--- config.mk ---
export PLATFORM = sky130hd
export DESIGN_NAME = sensor_frame_receiver_with_timeout_flat
export DESIGN_NICKNAME = d
export VERILOG_FILES = /design/src/rtl/core/sfr_pkg.sv /design/src/rtl/core/sfr_if.sv /design/src/rtl/core/sensor_frame_receiver_with_timeout.sv /design/src/rtl/core/sfr_front.sv /design/src/rtl/core/sfr_queue.sv /design/src/rtl/core/sfr_back.sv /design/src/flat_wrapper.sv
export SDC_FILE = /design/constraint.sdc
export NUM_CORES = 1
export LEC_CHECK = 0
export BUFFER_PORTS_ARGS = -buffer_cell sky130_fd_sc_hd__clkbuf_2
export CAP_MARGIN = 25
export CORE_ASPECT_RATIO = 2
export CORE_MARGIN = 10
export CORE_UTILIZATION = 25
export DETAILED_ROUTE_END_ITERATION = 16
export GPL_TIMING_DRIVEN = 0
export SYNTH_ARGS = -nofsm -noshare
export SYNTH_HDL_FRONTEND = slang
export SYNTH_SLANG_ARGS = --single-unit
--- constraint.sdc ---
create_clock -name clk -period 17.3 [get_ports clk]
set_clock_uncertainty 0.1 [all_clocks]
set_input_delay 3.46 -clock clk [delete_from_list [all_inputs] [get_ports clk]]
set_output_delay 3.46 -clock clk [all_outputs]
set_load 0.02 [all_outputs]
--- src/rtl/core/sfr_pkg.sv ---
// Shared types, codes, constants and the angle check of the sensor frame receiver.
package sfr_pkg;

    localparam int STORE_DEPTH = 64;
    localparam int QUEUE_DEPTH = 2;
    // Bytes 0 to 14 of a frame are the only ones that are ever inspected.
    localparam int FRAME_BYTES = 15;

    localparam int CFG_INDEX_W = 3;
    localparam int CFG_DATA_W  = 32;

    localparam logic [CFG_INDEX_W-1:0] CFG_HEADER  = 3'd0;
    localparam logic [CFG_INDEX_W-1:0] CFG_FOOTER  = 3'd1;
    localparam logic [CFG_INDEX_W-1:0] CFG_FIRST   = 3'd2;
    localparam logic [CFG_INDEX_W-1:0] CFG_SECOND  = 3'd3;
    localparam logic [CFG_INDEX_W-1:0] CFG_TIMEOUT = 3'd4;

    localparam logic [7:0]  RESET_HEADER  = 8'hFE;
    localparam logic [7:0]  RESET_FOOTER  = 8'hFF;
    localparam logic [15:0] RESET_FIRST   = 16'h2025;
    localparam logic [15:0] RESET_SECOND  = 16'h2026;
    localparam logic [31:0] RESET_TIMEOUT = 32'd1000;

    localparam logic [7:0]  LEN_CODE     = 8'd13;
    localparam logic [30:0] EXP_ALL_ONES = 31'h7F80_0000;
    localparam logic [30:0] MAG_360      = 31'h43B4_0000;
    localparam logic [30:0] MAG_MILLI    = 31'h3A83_126F;

    localparam logic [1:0] ST_NONE       = 2'd0;
    localparam logic [1:0] ST_ACCEPT     = 2'd1;
    localparam logic [1:0] ST_VALUE_FAIL = 2'd2;
    localparam logic [1:0] ST_DROP       = 2'd3;

    localparam logic [1:0] SLOT_0    = 2'd0;
    localparam logic [1:0] SLOT_1    = 2'd1;
    localparam logic [1:0] SLOT_NONE = 2'd2;

    localparam logic [2:0] CMD_BYTE    = 3'd0;
    localparam logic [2:0] CMD_DROP    = 3'd1;
    localparam logic [2:0] CMD_REJECT  = 3'd2;
    localparam logic [2:0] CMD_ACCEPT  = 3'd3;
    localparam logic [2:0] CMD_TIMEOUT = 3'd4;

    typedef struct packed {
        logic [7:0]  header_byte;
        logic [7:0]  footer_byte;
        logic [15:0] first_slot_address;
        logic [15:0] second_slot_address;
        logic [31:0] timeout_limit;
    } cfg_t;

    typedef struct packed {
        logic [2:0]  kind;
        logic [15:0] sensor_address;
        logic [31:0] pitch_bits;
        logic [31:0] roll_bits;
        logic [7:0]  range_value;
        logic [31:0] now_ms;
    } cmd_t;

    typedef struct packed {
        logic full;
        logic empty;
    } queue_stat_t;

    // NaN, infinity, above 360 and nonzero below one thousandth all fail.
    function automatic logic angle_ok(input logic [31:0] bits);
        logic [30:0] mag;
        mag = bits[30:0];
        return (mag < EXP_ALL_ONES) && (mag <= MAG_360)
            && ((mag == 31'd0) || (mag >= MAG_MILLI));
    endfunction

endpackage

--- src/rtl/core/sfr_if.sv ---
// Handshake channels for incoming words and result words.
interface sfr_item_if;
    logic        valid;
    logic        ready;
    logic        action;
    logic [7:0]  rx_byte;
    logic [31:0] now_ms;

    modport source (output valid, action, rx_byte, now_ms, input ready);
    modport sink (input valid, action, rx_byte, now_ms, output ready);
endinterface

interface sfr_result_if;
    logic        valid;
    logic        ready;
    logic [1:0]  status;
    logic [15:0] sensor_address;
    logic [31:0] pitch_bits;
    logic [31:0] roll_bits;
    logic [7:0]  range_value;
    logic [1:0]  slot_hit;
    logic [1:0]  expired_mask;
    logic [1:0]  active_mask;

    modport source (output valid, status, sensor_address, pitch_bits, roll_bits,
                    range_value, slot_hit, expired_mask, active_mask, input ready);
    modport sink (input valid, status, sensor_address, pitch_bits, roll_bits,
                  range_value, slot_hit, expired_mask, active_mask, output ready);
endinterface

--- src/rtl/core/sensor_frame_receiver_with_timeout.sv ---
// Top level of the sensor frame receiver: configuration registers and the three stages.
//
//   Channel   Direction  Carries
//   item      in         action, rx_byte, now_ms
//   result    out        status, frame fields, slot_hit, expired_mask, active_mask
//   cfg_*     in         register writes, index 0 to 4
//
// One word is taken per cycle while item.ready is high; each yields one result word, passing
// through the command queue register and then the result register of the slot engine.
// Reset clears the store position, the queue, the slot stamps and the result valid flag;
// it needs no clearing pass.
// The queue and the result register together hold three words before item.ready falls.
module sensor_frame_receiver_with_timeout #(
    parameter int STORE_DEPTH = sfr_pkg::STORE_DEPTH,
    parameter int QUEUE_DEPTH = sfr_pkg::QUEUE_DEPTH
) (
    input  logic                            clk,
    input  logic                            rst_n,
    sfr_item_if.sink                        item,
    sfr_result_if.source                    result,
    input  logic                            cfg_we,
    input  logic [sfr_pkg::CFG_INDEX_W-1:0] cfg_index,
    input  logic [sfr_pkg::CFG_DATA_W-1:0]  cfg_data
);

    sfr_pkg::cfg_t        cfg_reg;
    sfr_pkg::cmd_t        front_cmd;
    sfr_pkg::cmd_t        head_cmd;
    sfr_pkg::queue_stat_t qstat;
    logic                 take;
    logic                 pop;

    assign item.ready = !qstat.full;
    assign take       = item.valid && item.ready;

    always_ff @(posedge clk or negedge rst_n)
    begin
        if (!rst_n)
        begin
            cfg_reg.header_byte         <= sfr_pkg::RESET_HEADER;
            cfg_reg.footer_byte         <= sfr_pkg::RESET_FOOTER;
            cfg_reg.first_slot_address  <= sfr_pkg::RESET_FIRST;
            cfg_reg.second_slot_address <= sfr_pkg::RESET_SECOND;
            cfg_reg.timeout_limit       <= sfr_pkg::RESET_TIMEOUT;
        end
        else if (cfg_we)
        begin
            unique case (cfg_index)
                sfr_pkg::CFG_HEADER:  cfg_reg.header_byte         <= cfg_data[7:0];
                sfr_pkg::CFG_FOOTER:  cfg_reg.footer_byte         <= cfg_data[7:0];
                sfr_pkg::CFG_FIRST:   cfg_reg.first_slot_address  <= cfg_data[15:0];
                sfr_pkg::CFG_SECOND:  cfg_reg.second_slot_address <= cfg_data[15:0];
                sfr_pkg::CFG_TIMEOUT: cfg_reg.timeout_limit       <= cfg_data[31:0];
                default:
                begin
                end
            endcase
        end
    end

    sfr_front #(
        .STORE_DEPTH (STORE_DEPTH)
    ) u_front (
        .clk     (clk),
        .rst_n   (rst_n),
        .take    (take),
        .action  (item.action),
        .rx_byte (item.rx_byte),
        .now_ms  (item.now_ms),
        .cfg     (cfg_reg),
        .cmd     (front_cmd)
    );

    sfr_queue #(
        .DEPTH (QUEUE_DEPTH)
    ) u_queue (
        .clk      (clk),
        .rst_n    (rst_n),
        .push     (take),
        .push_cmd (front_cmd),
        .pop      (pop),
        .head     (head_cmd),
        .stat     (qstat)
    );

    sfr_back u_back (
        .clk       (clk),
        .rst_n     (rst_n),
        .cmd       (head_cmd),
        .cmd_valid (!qstat.empty),
        .cfg       (cfg_reg),
        .pop       (pop),
        .result    (result)
    );

endmodule

--- src/rtl/core/sfr_front.sv ---
// Front end: tracks the store position, keeps the inspected frame bytes and classifies words.
module sfr_front #(
    parameter int STORE_DEPTH = sfr_pkg::STORE_DEPTH
) (
    input  logic          clk,
    input  logic          rst_n,
    input  logic          take,
    input  logic          action,
    input  logic [7:0]    rx_byte,
    input  logic [31:0]   now_ms,
    input  sfr_pkg::cfg_t cfg,
    output sfr_pkg::cmd_t cmd
);

    localparam int POS_W = $clog2(STORE_DEPTH);

    logic [POS_W-1:0] pos_reg;
    logic [POS_W-1:0] pos_next;
    logic [7:0]       byte_reg [sfr_pkg::FRAME_BYTES];
    logic [7:0]       fb [sfr_pkg::FRAME_BYTES];
    logic             is_footer;
    logic             structural_drop;
    logic [15:0]      addr;
    logic [31:0]      pitch;
    logic [31:0]      roll;
    logic [7:0]       rng;

    // The word being taken is already part of the frame it may close.
    always_comb
    begin
        for (int i = 0; i < sfr_pkg::FRAME_BYTES; i++)
        begin
            fb[i] = (pos_reg == POS_W'(i)) ? rx_byte : byte_reg[i];
        end
    end

    assign is_footer = (rx_byte == cfg.footer_byte);
    assign structural_drop = (fb[0] != cfg.header_byte) || (fb[1] != sfr_pkg::LEN_CODE)
                          || (pos_reg < POS_W'(sfr_pkg::FRAME_BYTES - 1));
    assign addr  = {fb[5], fb[4]};
    assign pitch = {fb[9], fb[8], fb[7], fb[6]};
    assign roll  = {fb[13], fb[12], fb[11], fb[10]};
    assign rng   = fb[14];

    always_comb
    begin
        cmd = '0;
        cmd.now_ms = now_ms;
        if (action)
        begin
            cmd.kind = sfr_pkg::CMD_TIMEOUT;
        end
        else if (!is_footer)
        begin
            cmd.kind = sfr_pkg::CMD_BYTE;
        end
        else if (structural_drop)
        begin
            cmd.kind = sfr_pkg::CMD_DROP;
        end
        else
        begin
            cmd.sensor_address = addr;
            cmd.pitch_bits     = pitch;
            cmd.roll_bits      = roll;
            cmd.range_value    = rng;
            if (sfr_pkg::angle_ok(pitch) && sfr_pkg::angle_ok(roll) && (rng != 8'd0))
            begin
                cmd.kind = sfr_pkg::CMD_ACCEPT;
            end
            else
            begin
                cmd.kind = sfr_pkg::CMD_REJECT;
            end
        end
    end

    always_comb
    begin
        pos_next = pos_reg;
        if (take && !action)
        begin
            if (is_footer || (pos_reg == POS_W'(STORE_DEPTH - 1)))
            begin
                pos_next = '0;
            end
            else
            begin
                pos_next = pos_reg + POS_W'(1);
            end
        end
    end

    always_ff @(posedge clk or negedge rst_n)
    begin
        if (!rst_n)
        begin
            pos_reg <= '0;
        end
        else
        begin
            pos_reg <= pos_next;
        end
    end

    always_ff @(posedge clk)
    begin
        if (take && !action)
        begin
            for (int i = 0; i < sfr_pkg::FRAME_BYTES; i++)
            begin
                if (pos_reg == POS_W'(i))
                begin
                    byte_reg[i] <= rx_byte;
                end
            end
        end
    end

endmodule

--- src/rtl/core/sfr_queue.sv ---
// Short command queue between the front end and the slot engine.
module sfr_queue #(
    parameter int DEPTH = sfr_pkg::QUEUE_DEPTH
) (
    input  logic                 clk,
    input  logic                 rst_n,
    input  logic                 push,
    input  sfr_pkg::cmd_t        push_cmd,
    input  logic                 pop,
    output sfr_pkg::cmd_t        head,
    output sfr_pkg::queue_stat_t stat
);

    localparam int PTR_W = $clog2(DEPTH);
    localparam int CNT_W = $clog2(DEPTH + 1);

    sfr_pkg::cmd_t    entry_reg [DEPTH];
    logic [PTR_W-1:0] wr_ptr_reg;
    logic [PTR_W-1:0] rd_ptr_reg;
    logic [CNT_W-1:0] count_reg;

    assign head       = entry_reg[rd_ptr_reg];
    assign stat.full  = (count_reg == CNT_W'(DEPTH));
    assign stat.empty = (count_reg == '0);

    always_ff @(posedge clk or negedge rst_n)
    begin
        if (!rst_n)
        begin
            wr_ptr_reg <= '0;
            rd_ptr_reg <= '0;
            count_reg  <= '0;
        end
        else
        begin
            if (push)
            begin
                wr_ptr_reg <= (wr_ptr_reg == PTR_W'(DEPTH - 1)) ? '0 : wr_ptr_reg + PTR_W'(1);
            end
            if (pop)
            begin
                rd_ptr_reg <= (rd_ptr_reg == PTR_W'(DEPTH - 1)) ? '0 : rd_ptr_reg + PTR_W'(1);
            end
            if (push && !pop)
            begin
                count_reg <= count_reg + CNT_W'(1);
            end
            else if (pop && !push)
            begin
                count_reg <= count_reg - CNT_W'(1);
            end
        end
    end

    always_ff @(posedge clk)
    begin
        if (push)
        begin
            entry_reg[wr_ptr_reg] <= push_cmd;
        end
    end

endmodule

--- src/rtl/core/sfr_back.sv ---
// Slot engine: keeps the slot stamps, runs timeout checks and registers the result word.
module sfr_back (
    input  logic          clk,
    input  logic          rst_n,
    input  sfr_pkg::cmd_t cmd,
    input  logic          cmd_valid,
    input  sfr_pkg::cfg_t cfg,
    output logic          pop,
    sfr_result_if.source  result
);

    logic        out_valid_reg;
    logic [31:0] stamp_reg [2];
    logic [31:0] stamp_next [2];
    logic [31:0] age [2];
    logic [1:0]  expired;
    logic [1:0]  hit;
    logic [1:0]  status;
    logic        load;

    logic [1:0]  status_reg;
    logic [15:0] addr_reg;
    logic [31:0] pitch_reg;
    logic [31:0] roll_reg;
    logic [7:0]  range_reg;
    logic [1:0]  hit_reg;
    logic [1:0]  expired_reg;
    logic [1:0]  active_reg;

    assign load = !out_valid_reg || result.ready;
    assign pop  = cmd_valid && load;

    always_comb
    begin
        hit = sfr_pkg::SLOT_NONE;
        if (cmd.kind == sfr_pkg::CMD_ACCEPT)
        begin
            // Slot 0 wins when both slots carry the same address.
            if (cmd.sensor_address == cfg.first_slot_address)
            begin
                hit = sfr_pkg::SLOT_0;
            end
            else if (cmd.sensor_address == cfg.second_slot_address)
            begin
                hit = sfr_pkg::SLOT_1;
            end
        end
    end

    always_comb
    begin
        for (int s = 0; s < 2; s++)
        begin
            age[s] = cmd.now_ms - stamp_reg[s];
            expired[s] = (cmd.kind == sfr_pkg::CMD_TIMEOUT) && (stamp_reg[s] != 32'd0)
                      && (age[s] > cfg.timeout_limit);
            if (expired[s])
            begin
                stamp_next[s] = 32'd0;
            end
            else if (hit == 2'(s))
            begin
                stamp_next[s] = cmd.now_ms;
            end
            else
            begin
                stamp_next[s] = stamp_reg[s];
            end
        end
    end

    always_comb
    begin
        unique case (cmd.kind)
            sfr_pkg::CMD_DROP:   status = sfr_pkg::ST_DROP;
            sfr_pkg::CMD_REJECT: status = sfr_pkg::ST_VALUE_FAIL;
            sfr_pkg::CMD_ACCEPT: status = sfr_pkg::ST_ACCEPT;
            default:             status = sfr_pkg::ST_NONE;
        endcase
    end

    always_ff @(posedge clk or negedge rst_n)
    begin
        if (!rst_n)
        begin
            out_valid_reg <= 1'b0;
            stamp_reg[0]  <= 32'd0;
            stamp_reg[1]  <= 32'd0;
        end
        else
        begin
            if (pop)
            begin
                out_valid_reg <= 1'b1;
                stamp_reg[0]  <= stamp_next[0];
                stamp_reg[1]  <= stamp_next[1];
            end
            else if (result.ready)
            begin
                out_valid_reg <= 1'b0;
            end
        end
    end

    always_ff @(posedge clk)
    begin
        if (pop)
        begin
            status_reg  <= status;
            addr_reg    <= cmd.sensor_address;
            pitch_reg   <= cmd.pitch_bits;
            roll_reg    <= cmd.roll_bits;
            range_reg   <= cmd.range_value;
            hit_reg     <= hit;
            expired_reg <= expired;
            active_reg  <= {stamp_next[1] != 32'd0, stamp_next[0] != 32'd0};
        end
    end

    assign result.valid          = out_valid_reg;
    assign result.status         = status_reg;
    assign result.sensor_address = addr_reg;
    assign result.pitch_bits     = pitch_reg;
    assign result.roll_bits      = roll_reg;
    assign result.range_value    = range_reg;
    assign result.slot_hit       = hit_reg;
    assign result.expired_mask   = expired_reg;
    assign result.active_mask    = active_reg;

endmodule
--- src/flat_wrapper.sv ---
// flat-port wrapper written by rule: the top's interface ports become plain ports
module sensor_frame_receiver_with_timeout_flat 
#(
    parameter int STORE_DEPTH = sfr_pkg::STORE_DEPTH,
    parameter int QUEUE_DEPTH = sfr_pkg::QUEUE_DEPTH
)
  (clk, rst_n, cfg_we, cfg_index, cfg_data, item_valid, item_action, item_rx_byte, item_now_ms, item_ready, result_valid, result_status, result_sensor_address, result_pitch_bits, result_roll_bits, result_range_value, result_slot_hit, result_expired_mask, result_active_mask, result_ready);
  sfr_item_if item_i ();
  sfr_result_if result_i ();
  input  logic clk;
  input  logic rst_n;
  input  logic cfg_we;
  input  logic [sfr_pkg::CFG_INDEX_W-1:0] cfg_index;
  input  logic [sfr_pkg::CFG_DATA_W-1:0] cfg_data;
  input wire logic [$bits(item_i.valid)-1:0] item_valid;
  input wire logic [$bits(item_i.action)-1:0] item_action;
  input wire logic [$bits(item_i.rx_byte)-1:0] item_rx_byte;
  input wire logic [$bits(item_i.now_ms)-1:0] item_now_ms;
  output wire logic [$bits(item_i.ready)-1:0] item_ready;
  output wire logic [$bits(result_i.valid)-1:0] result_valid;
  output wire logic [$bits(result_i.status)-1:0] result_status;
  output wire logic [$bits(result_i.sensor_address)-1:0] result_sensor_address;
  output wire logic [$bits(result_i.pitch_bits)-1:0] result_pitch_bits;
  output wire logic [$bits(result_i.roll_bits)-1:0] result_roll_bits;
  output wire logic [$bits(result_i.range_value)-1:0] result_range_value;
  output wire logic [$bits(result_i.slot_hit)-1:0] result_slot_hit;
  output wire logic [$bits(result_i.expired_mask)-1:0] result_expired_mask;
  output wire logic [$bits(result_i.active_mask)-1:0] result_active_mask;
  input wire logic [$bits(result_i.ready)-1:0] result_ready;
  assign item_i.valid = item_valid;
  assign item_i.action = item_action;
  assign item_i.rx_byte = item_rx_byte;
  assign item_i.now_ms = item_now_ms;
  assign item_ready = item_i.ready;
  assign result_valid = result_i.valid;
  assign result_status = result_i.status;
  assign result_sensor_address = result_i.sensor_address;
  assign result_pitch_bits = result_i.pitch_bits;
  assign result_roll_bits = result_i.roll_bits;
  assign result_range_value = result_i.range_value;
  assign result_slot_hit = result_i.slot_hit;
  assign result_expired_mask = result_i.expired_mask;
  assign result_active_mask = result_i.active_mask;
  assign result_i.ready = result_ready;
  sensor_frame_receiver_with_timeout #(.STORE_DEPTH(STORE_DEPTH), .QUEUE_DEPTH(QUEUE_DEPTH)) u_core (.clk(clk), .rst_n(rst_n), .item(item_i), .result(result_i), .cfg_we(cfg_we), .cfg_index(cfg_index), .cfg_data(cfg_data));
endmodule
==> metrics.json <==
{
  "run_status": {"value": "finished, final reports clean"},
  "floorplan.die.width": {"value": 260, "unit": "um"},
  "final_critical_path_setup_slack": {"value": 7.82, "unit": "ns"},
  "critical_path_required": {"value": 17.75, "unit": "ns"},
  "gr-usage-all-layers": {"value": 0.138},
  "postCtsResizedCells": {"value": 0},
  "ys_top_cells_by_area": {"value": "sky130_fd_sc_hd__edfxtp_1 47%, sky130_fd_sc_hd__dfrtp_1 11%, sky130_fd_sc_hd__mux2_2 6.0%"},
  "dominantRegCellSynth": {"value": "sky130_fd_sc_hd__edfxtp_1"},
  "postCtsHoldBufs": {"value": 0},
  "core-area": {"value": 0.115, "unit": "sq mm"},
  "ys.warnings.count": {"value": 0},
  "remaining_drc_errors": {"value": 0},
  "routed-via-count": {"value": 19400},
  "synth_area": {"value": 0.0288, "unit": "sq mm"},
  "grt_overflow": {"value": 0},
  "gp_congestion": {"value": 0.948},
  "endpoint": {"value": "u_core.u_back.stamp_reg[36]$_DFFE_PN0P_"},
  "drt-initial-drc-count": {"value": 1199},
  "worstSetupStartpointType": {"value": "register"},
  "worst-r2r-setup-slack": {"value": 7.82, "unit": "ns"},
  "worst_path_buf_inv": {"value": 7},
  "timing.final.crit_share": {"value": 0.548},
  "vias_in_the_first_global_route": {"value": 20200},
  "place.detailed.hpwl": {"value": 70.8, "unit": "mm"},
  "max-cap-violations": {"value": 0},
  "ys_async_sr_fraction": {"value": 0.258},
  "post-synth-top-count-cell": {"value": "sky130_fd_sc_hd__edfxtp_1"},
  "netlist_top_cells_count": {"value": "446 x sky130_fd_sc_hd__edfxtp_1, 184 x sky130_fd_sc_hd__nand2_1, 154 x sky130_fd_sc_hd__mux2_2"},
  "clkSinkCount": {"value": 601},
  "synth-seq-area-share": {"value": 0.601},
  "setup.worst_path.start": {"value": "u_core.u_queue.rd_ptr_reg$_DFFE_PN0P_"},
  "worst_pin_slew": {"value": 0.989, "unit": "ns"},
  "slew_headroom": {"value": 0.341},
  "yosys_register_bits": {"value": 601},
  "fin_setup_tns": {"value": 0, "unit": "ns"},
  "grt_max_degree": {"value": 86},
  "clock_path_buffers": {"value": 3},
  "final_antenna_net_count": {"value": 0},
  "critical_path.endpoint_type": {"value": "register"},
  "initial_core_util": {"value": 0.251},
  "postSynthCellCount": {"value": 2270},
  "setup_viol": {"value": 0},
  "cts_max_level": {"value": 2},
  "finish.net_count": {"value": 2737},
  "synth.net_count": {"value": 2486},
  "worst_hold_path_type": {"value": "reg2reg"},
  "fp.dieArea": {"value": 0.130, "unit": "sq mm"},
  "avgRoutedWirePerCell": {"value": 22.5, "unit": "um"},
  "dpl_cell_area": {"value": 0.0318, "unit": "sq mm"},
  "achievable_frequency": {"value": 0.105, "unit": "GHz"},
  "rsz0062_at_grt": {"value": "false"},
  "report.final.hold_viol_count": {"value": 0},
  "critPathMaxStageDelay": {"value": 0.75, "unit": "ns"},
  "reg2regPathDepth": {"value": 28},
  "share_of_cells_above_drive_strength_1": {"value": 0.209},
  "crit_path_max_fanout": {"value": 10},
  "largest_register_ffs": {"value": 246},
  "num_rows": {"value": 176},
  "critPathKind": {"value": "reg2reg"},
  "critical-path-top-delay-family": {"value": "compound AO/OA/AOI/OAI gates"},
  "rr_endpoint": {"value": "u_core.u_back.stamp_reg[36]$_DFFE_PN0P_"},
  "grt_first_pass_wirelength": {"value": 133, "unit": "mm"},
  "cts_clk_pin_slew_worst_paths": {"value": 0.07, "unit": "ns"},
  "tritoncts": {"value": "yes"},
  "layout_min_cycle_time": {"value": 9.48, "unit": "ns"},
  "cts_inserted_buffers": {"value": 59},
  "place.port_buffers": {"value": 177},
  "drv_slew": {"value": 0},
  "die_height": {"value": 500, "unit": "um"},
  "post_synth_edffs": {"value": 446},
  "number_of_setup_buffers_added_after_cts": {"value": 0},
  "antenna_found_initial": {"value": 11},
  "synth_top_area_share": {"value": 0.465},
  "critPathArrivalTime": {"value": 9.94, "unit": "ns"},
  "worst_reg2reg_startpoint": {"value": "u_core.u_queue.rd_ptr_reg$_DFFE_PN0P_"},
  "floorplan.io_pins": {"value": 179},
  "postRouteWirelength": {"value": 92.0, "unit": "mm"},
  "vdd.ir_drop.worst": {"value": 0.000115, "unit": "V"},
  "p_leak": {"value": 12.9, "unit": "nW"},
  "critical_path_cell_count": {"value": 28},
  "cpMaxStageDelayCell": {"value": "sky130_fd_sc_hd__buf_1"},
  "synth.distinct_cells": {"value": 74},
  "syn_to_final_growth": {"value": 18.2, "unit": "%"},
  "vias_cell": {"value": 4.75},
  "yosys.area.top_type": {"value": "sky130_fd_sc_hd__edfxtp_1"},
  "powerDensity": {"value": 168, "unit": "mW/mm^2"},
  "drt_pass1_iterations": {"value": 7},
  "place_worst_setup_slack": {"value": 7.68, "unit": "ns"},
  "fin_area": {"value": 0.0340, "unit": "sq mm"},
  "post_synth.cell_area_avg": {"value": 12.7, "unit": "sq um"},
  "clock_latency": {"value": 0.67, "unit": "ns"},
  "ctsRootBufferMaster": {"value": "sky130_fd_sc_hd__clkbuf_16"}
}
==> layer usage <==
metal  vias up  GRT usage  routed length, um
met5         -          0                 68
li1       8921          -                  -
met4        12     0.0809               5680
met2       590      0.258              49300
met1      9658      0.138              31900
met3       221     0.0261               4980
==> cell usage in the layout, fill, tap and decap left out, types with 7 or more instances in the layout <==
master	Yosys	final
sky130_fd_sc_hd__a211oi_1	12	12
sky130_fd_sc_hd__a21o_1	49	49
sky130_fd_sc_hd__a21oi_1	130	130
sky130_fd_sc_hd__a22o_1	65	65
sky130_fd_sc_hd__a31oi_1	8	8
sky130_fd_sc_hd__and3_1	10	9
sky130_fd_sc_hd__buf_1	6	7
sky130_fd_sc_hd__buf_2	27	30
sky130_fd_sc_hd__bufinv_16	0	11
sky130_fd_sc_hd__clkbuf_1	54	59
sky130_fd_sc_hd__clkbuf_16	0	60
sky130_fd_sc_hd__clkbuf_2	0	176
sky130_fd_sc_hd__clkbuf_8	0	11
sky130_fd_sc_hd__clkinv_2	0	10
sky130_fd_sc_hd__clkinvlp_4	0	7
sky130_fd_sc_hd__dfrtp_1	126	126
sky130_fd_sc_hd__dfstp_2	29	29
sky130_fd_sc_hd__edfxtp_1	446	446
sky130_fd_sc_hd__ha_1	133	133
sky130_fd_sc_hd__inv_1	134	133
sky130_fd_sc_hd__mux2_2	154	154
sky130_fd_sc_hd__mux2i_1	64	64
sky130_fd_sc_hd__nand2_1	184	184
sky130_fd_sc_hd__nand2b_1	15	15
sky130_fd_sc_hd__nand3_1	46	46
sky130_fd_sc_hd__nand4_1	43	43
sky130_fd_sc_hd__nor2_1	113	112
sky130_fd_sc_hd__nor2b_1	16	16
sky130_fd_sc_hd__nor3_1	26	25
sky130_fd_sc_hd__nor4_1	49	49
sky130_fd_sc_hd__o21a_1	14	14
sky130_fd_sc_hd__o21ai_0	81	81
sky130_fd_sc_hd__o21bai_1	11	11
sky130_fd_sc_hd__or2_2	8	8
sky130_fd_sc_hd__or3_1	11	11
sky130_fd_sc_hd__xnor2_1	85	85
sky130_fd_sc_hd__xor2_1	28	28
==> worst min-delay path by stage <==
stage	start	slack (ns)	to	depth (start not counted)
6_report	u_core.u_queue.count_reg[1]$_DFFE_PN0P_	0.40	u_core.u_back.result.valid$_DFFE_PN0P_	2
2_1_floorplan	u_core.u_queue.wr_ptr_reg$_DFFE_PN0P_	0.36	u_core.u_queue.wr_ptr_reg$_DFFE_PN0P_	1
4_1_cts	u_core.u_queue.count_reg[1]$_DFFE_PN0P_	0.40	u_core.u_back.result.valid$_DFFE_PN0P_	2
5_1_grt	u_core.u_queue.entry_reg[1][90]$_DFFE_PP_	0.43	u_core.u_back.result.pitch_bits[18]$_DFFE_PP_	1
3_5_place_dp	u_core.u_back.stamp_reg[19]$_DFFE_PN0P_	0.41	u_core.u_back.stamp_reg[19]$_DFFE_PN0P_	1
3_3_place_gp	u_core.u_queue.wr_ptr_reg$_DFFE_PN0P_	0.38	u_core.u_queue.wr_ptr_reg$_DFFE_PN0P_	1
==> layout make-up <==
class | count | area [sq um]
clock buffers | 75 | 1660
fillers | 11700 | 80700
well taps | 1513 | 1890
clock inverters | 37 | 547
diodes | 1 | 2.50
flip-flops and latches | 601 | 17300
inverters | 134 | 508
repair buffers | 190 | 1100
plain buffers | 87 | 360
multi-input cells | 1448 | 10600
==> through the flow <==
step | util | hold slack [ns] | power (mW) | std cells
4_1_cts | 0.296 | 0.398 | 5.79 | 4082
6_report | 0.297 | 0.401 | 5.71 | 4086
3_3_place_gp | 0.275 | 0.376 | 4.33 | 3960
2_1_floorplan | - | 0.361 | 3.55 | 2270
3_5_place_dp | 0.277 | 0.407 | 4.33 | 3970
5_1_grt | 0.296 | 0.427 | 6.04 | 4085
==> worst min-delay path: cells and delay by family (launching register included) <==
| kind | cells | cell delay (ns) |
|---|---|---|
| simple gates | 2 | 0.12 |
| flops | 1 | 0.40 |
==> where the power goes <==
group          switching (mW)  leakage [nW]  internal (mW)
Combinational            1.39          5.71          0.834
Clock                   0.589          1.06          0.850
Sequential              0.118          6.16           1.93
==> cell families after synthesis <==
kind of cell,count (synthesis),synth area share
AO/OA/AOI/OAI,427,0.0980
XOR/XNOR,113,0.0344
adder cells (fa/ha/maj),135,0.0592
buffers and inverters,221,0.0300
flip-flops,601,0.601
multiplexers,218,0.0825
AND/OR/NAND/NOR,555,0.0947
Note: power is estimated with default switching activity, not from simulation.
